### config.mk
export PLATFORM = sky130hd
export DESIGN_NAME = cgt_front
export DESIGN_NICKNAME = d
export VERILOG_FILES = /design/src/sv/cgt_pkg.sv /design/src/sv/cgt_front.sv
export SDC_FILE = /design/constraint.sdc
export NUM_CORES = 1
export LEC_CHECK = 0
export BUFFER_PORTS_ARGS = -buffer_cell sky130_fd_sc_hd__buf_2
export CAP_MARGIN = 15
export CORE_ASPECT_RATIO = 1.25
export CORE_MARGIN = 10
export CORE_UTILIZATION = 55
export DETAILED_ROUTE_END_ITERATION = 10
export GPL_TIMING_DRIVEN = 0
export PLACE_DENSITY = 0.85
export SYNTH_ARGS = -nofsm -noshare
export SYNTH_HDL_FRONTEND = slang
export SYNTH_SLANG_ARGS = --single-unit
### constraint.sdc
create_clock -name clk -period 7.36 [get_ports clk]
set_clock_uncertainty 0.2 [all_clocks]
set_input_delay 1.472 -clock clk [delete_from_list [all_inputs] [get_ports clk]]
set_output_delay 1.472 -clock clk [all_outputs]
set_load 0.05 [all_outputs]
### src/sv/cgt_pkg.sv
package cgt_pkg;

	localparam int TableEntriesDef = 1024;
	localparam int MaxStopsDef     = 16;
	localparam int PosW            = 17;
	localparam int ColW            = 8;
	localparam int IdxW            = 10;
	localparam int CntW            = 5;
	localparam logic [PosW-1:0] PosOne = 17'h10000;
	localparam logic [0:0] AddrLocked = 1'b0;

	typedef enum logic [1:0] {
		FUNC_APPEND = 2'd0,
		FUNC_REMOVE = 2'd1,
		FUNC_CLEAR  = 2'd2,
		FUNC_READ   = 2'd3
	} func_t;

	// item passed from front to back
	typedef struct packed {
		func_t           func;
		logic [PosW-1:0] pos;
		logic [ColW-1:0] red;
		logic [ColW-1:0] green;
		logic [ColW-1:0] blue;
		logic [IdxW-1:0] idx;
		logic            locked;
	} item_t;

	// one result
	typedef struct packed {
		logic [ColW-1:0] red;
		logic [ColW-1:0] green;
		logic [ColW-1:0] blue;
		logic            scale_valid;
		logic            refused;
		logic [CntW-1:0] total;
	} result_t;

	typedef enum logic [2:0] {
		ST_IDLE,
		ST_SEARCH,
		ST_SETUP,
		ST_PROD,
		ST_DIV,
		ST_MIX,
		ST_DONE
	} state_t;

endpackage

### src/sv/cgt_front.sv
module cgt_front (
	input  logic               clk,
	input  logic               arst_n,
	input  logic               s_tvalid,
	output logic               s_tready,
	input  logic [55:0]        s_tdata,
	input  logic               locked,
	output logic               q_valid,
	input  logic               q_ready,
	output cgt_pkg::item_t     q_item
);
	import cgt_pkg::*;

	localparam int Depth = 2;

	item_t    mem_q [Depth];
	logic [0:0] wr_q, rd_q;
	logic [1:0] cnt_q;
	item_t    in_item;
	logic     push, pop;

	// unpack the incoming transfer
	always_comb begin
		in_item.func   = func_t'(s_tdata[1:0]);
		in_item.pos    = s_tdata[18:2];
		in_item.red    = s_tdata[26:19];
		in_item.green  = s_tdata[34:27];
		in_item.blue   = s_tdata[42:35];
		in_item.idx    = s_tdata[52:43];
		in_item.locked = locked;
	end

	assign s_tready = (cnt_q != 2'd2);
	assign push     = s_tvalid && s_tready;
	assign q_valid  = (cnt_q != 2'd0);
	assign pop      = q_valid && q_ready;
	assign q_item   = mem_q[rd_q];

	// small queue between the two halves
	always_ff @(posedge clk or negedge arst_n) begin
		if (!arst_n) begin
			wr_q  <= '0;
			rd_q  <= '0;
			cnt_q <= '0;
		end else begin
			if (push) wr_q <= wr_q + 1'b1;
			if (pop)  rd_q <= rd_q + 1'b1;
			cnt_q <= cnt_q + {1'b0, push} - {1'b0, pop};
		end
	end

	always_ff @(posedge clk) begin
		if (push) mem_q[wr_q] <= in_item;
	end

`ifndef SYNTHESIS
	a_no_overflow: assert property (@(posedge clk) disable iff (!arst_n)
		cnt_q <= 2'd2) else $error("queue overflow");
	a_full_stall: assert property (@(posedge clk) disable iff (!arst_n)
		(cnt_q == 2'd2) |-> !s_tready) else $error("accept while full");
	a_count: assert property (@(posedge clk) disable iff (!arst_n)
		(push && !pop && cnt_q != 2'd2) |=> cnt_q == $past(cnt_q) + 2'd1)
		else $error("count slip");
`endif
endmodule

==> flow_summary.toml <==
[placement]
place_inst = 397
gp_congestion = 0.646
dp_hpwl_mm = 5.98
io_buffers = 113
place_area_um2 = 4860

[finish]
n_fill_cell = 517
stdcell_count = 413
syn_to_final_growth_pct = 22.2
layout_commonest_cell = "buf_2"
diodes = 0
drive_gt1_frac = 0.595
design_area_um2 = 5050
fin_nets = 378
final_cell_mix = "113 x buf_2, 108 x edfxtp_1, 54 x mux2_2"

[pwr]
p_per_area_nw_per_um2 = 460
power_switching_mw = 0.989
pwr-share-clk = 0.149
combPwrFrac = 0.458
p_leak_nw = 1.90
swShare = 0.426
vdd_drop_max_mv = 0.321
seq_power_share = 0.392
power.internal_mw = 1.33

[yosys]
seq_area_frac_synth = 0.809
avgSynthCellArea_um2 = 21.8
yosys_warnings = 0
synth-xor-area-share = 0.00636
synth_top_area_share = 0.785
syn_inst = 190
synth_compound_area_frac = 0.00757
synth_adder_area_share = 0.00303
synth.ff_latch_count = 112
synth_area_leaders = "edfxtp_1 78%, mux2_2 15%, dfrtp_1 2.4%"
netlist_area_um2 = 4130
syn_nets = 252
synthMuxAreaShare = 0.147
synth_top_family_by_area = "multiplexers"
yosys.area_share.simple = 0.0118
netlist.top_cell.by_area = "edfxtp_1"
synth_cell_types = 18

[timing]
max_freq_mhz = 301
maxSlewViolCount = 0
slew-limit-headroom = 0.476
post-route-period-util = 0.451
rsz0062_at_grt = "no"
period_needed_ps = 3320
setup_tns_ps = 0
hold_viol_final = 0
worst_pin_slew_ps = 784
setup_viol = 0
hold_ws_ps = 400

[global_routing]
track_usage = 0.140
grt_overflow_total = 0
grt_max_degree = 36
grt_pass1_wl_mm = 12.4
antenna_found_initial = 0
grt_pass1_vias = 2421

[clocking]
numCtsBuffers = 9
cts_setup_buffers = 0
clk_pin_slew_worst_paths_ps = 90
ctsLongestPathBuffers = 2
ctsResizeCount = 0
cts_tree = "done"
root_buffer = "clkbuf_8"
cts.sinks = 112
clk_latency_ps = 350
h-tree-depth = 3
ctsHoldBuffers = 0

[detailed_routing]
drtPass1Iterations = 4
num_vias = 2097
drtAntennaViolNets = 0
routed_via_density = 5.08
avgRoutedWirePerCell_um = 19.5
wirelength_mm = 8.05
drc_errors = 0
drt_iter0_markers = 106

[die]
io_pins = 117
core_area_um2 = 7360
initial_core_util = 0.562
fp.dieArea_um2 = 11400
die_y_um = 117
die_w_um = 97.5
core.rowCount = 35

[worst_setup_path]
worstReg2RegStart = "cnt_q[0]"
cp_max_fo = 10
worst_ep_required_time_ps = 5690
worstPathArrival_ps = 1650
r2r-end = "mem_q[0][6]"
start_kind = "flop"
crit_end = "q_item[36]"
worstSetupPathType = "reg2out"
startpoint = "rd_q"
r2r_setup_slack_ps = 5190
end_kind = "output pin"
reg2reg_depth = 4

[outcome]
status = "complete, no violations"

[min_path]
hp-class = "reg2reg"

[flow_run]
timing.max_cap.violations = 0
-- state kept, by name, indices dropped and copies added (netlist names) --
name and cells:
cnt_q 2, mem_q 108, rd_q 1, wr_q 1
-- routing by layer --
metal | up-vias | global-route usage | share of wire
met5 | - | 0 | 0
met3 | 9 | 0.0282 | 0.039
met2 | 60 | 0.259 | 0.56
met4 | 0 | 0.0641 | 0.015
met1 | 1025 | 0.153 | 0.39
li1 | 1003 | - | -
-- how the worst min path moves through the flow --
stage                     cells past startpoint   end  from
final                                         1  wr_q  wr_q
after detailed placement                      1  wr_q  wr_q
after global routing                          1  wr_q  wr_q
after floorplan                               1  wr_q  wr_q
after CTS                                     1  wr_q  wr_q
after global placement                        1  wr_q  wr_q
-- power groups by stage --
stage / combinational (mW) / clock [mW] / sequential (mW)
after global placement: 1.05 / 0 / 0.929
after floorplan: 0.836 / 0 / 0.919
final: 1.06 / 0.347 / 0.911
after global routing: 1.12 / 0.385 / 0.925
after detailed placement: 1.08 / 0 / 0.929
after CTS: 1.08 / 0.355 / 0.914
-- logic make-up after synthesis --
family | after synthesis
flops | 112
buf+inv | 6
compound gates | 4
xor+xnor | 3
fa+ha+maj | 1
simple gates | 10
mux | 54
-- worst max-delay path: stages (launching register included) --
cell and delay (ps):
dfrtp_1 340, buf_4 210, buf_6 180, mux2_2 350
buf_2 220
-- metrics by stage --
stage	setup WS (ps)	utilization	power [mW]
floorplan	2860	-	1.76
global placement	1600	0.654	1.97
detailed placement	4150	0.661	2.01
CTS	4000	0.687	2.35
global route	3960	0.687	2.43
finish	4040	0.687	2.32
-- Yosys cell counts --
cell type / instances
mux2_2: 54
nand2b_1: 1
nor2b_1: 1
nand2_1: 2
buf_4: 1
buf_6: 5
dfrtp_1: 4
a21bo_1: 1
edfxtp_1: 108
and3_1: 1
a32oi_1: 1
a211oi_1: 1
or2_2: 1
nor2_1: 3
ha_1: 1
nand3_1: 1
xnor2_1: 3
o21ai_0: 1
-- cell type report --
cell class	count	area, um2	area share
flip-flops and latches	112	3340	0.662
multi-input cells	72	736	0.146
repair buffers	115	606	0.120
clock buffers	11	131	0.0260
well taps	92	115	0.0228
plain buffers	6	63.8	0.0126
clock inverters	5	57.6	0.0114
Note: power is estimated with default switching activity, not from simulation.
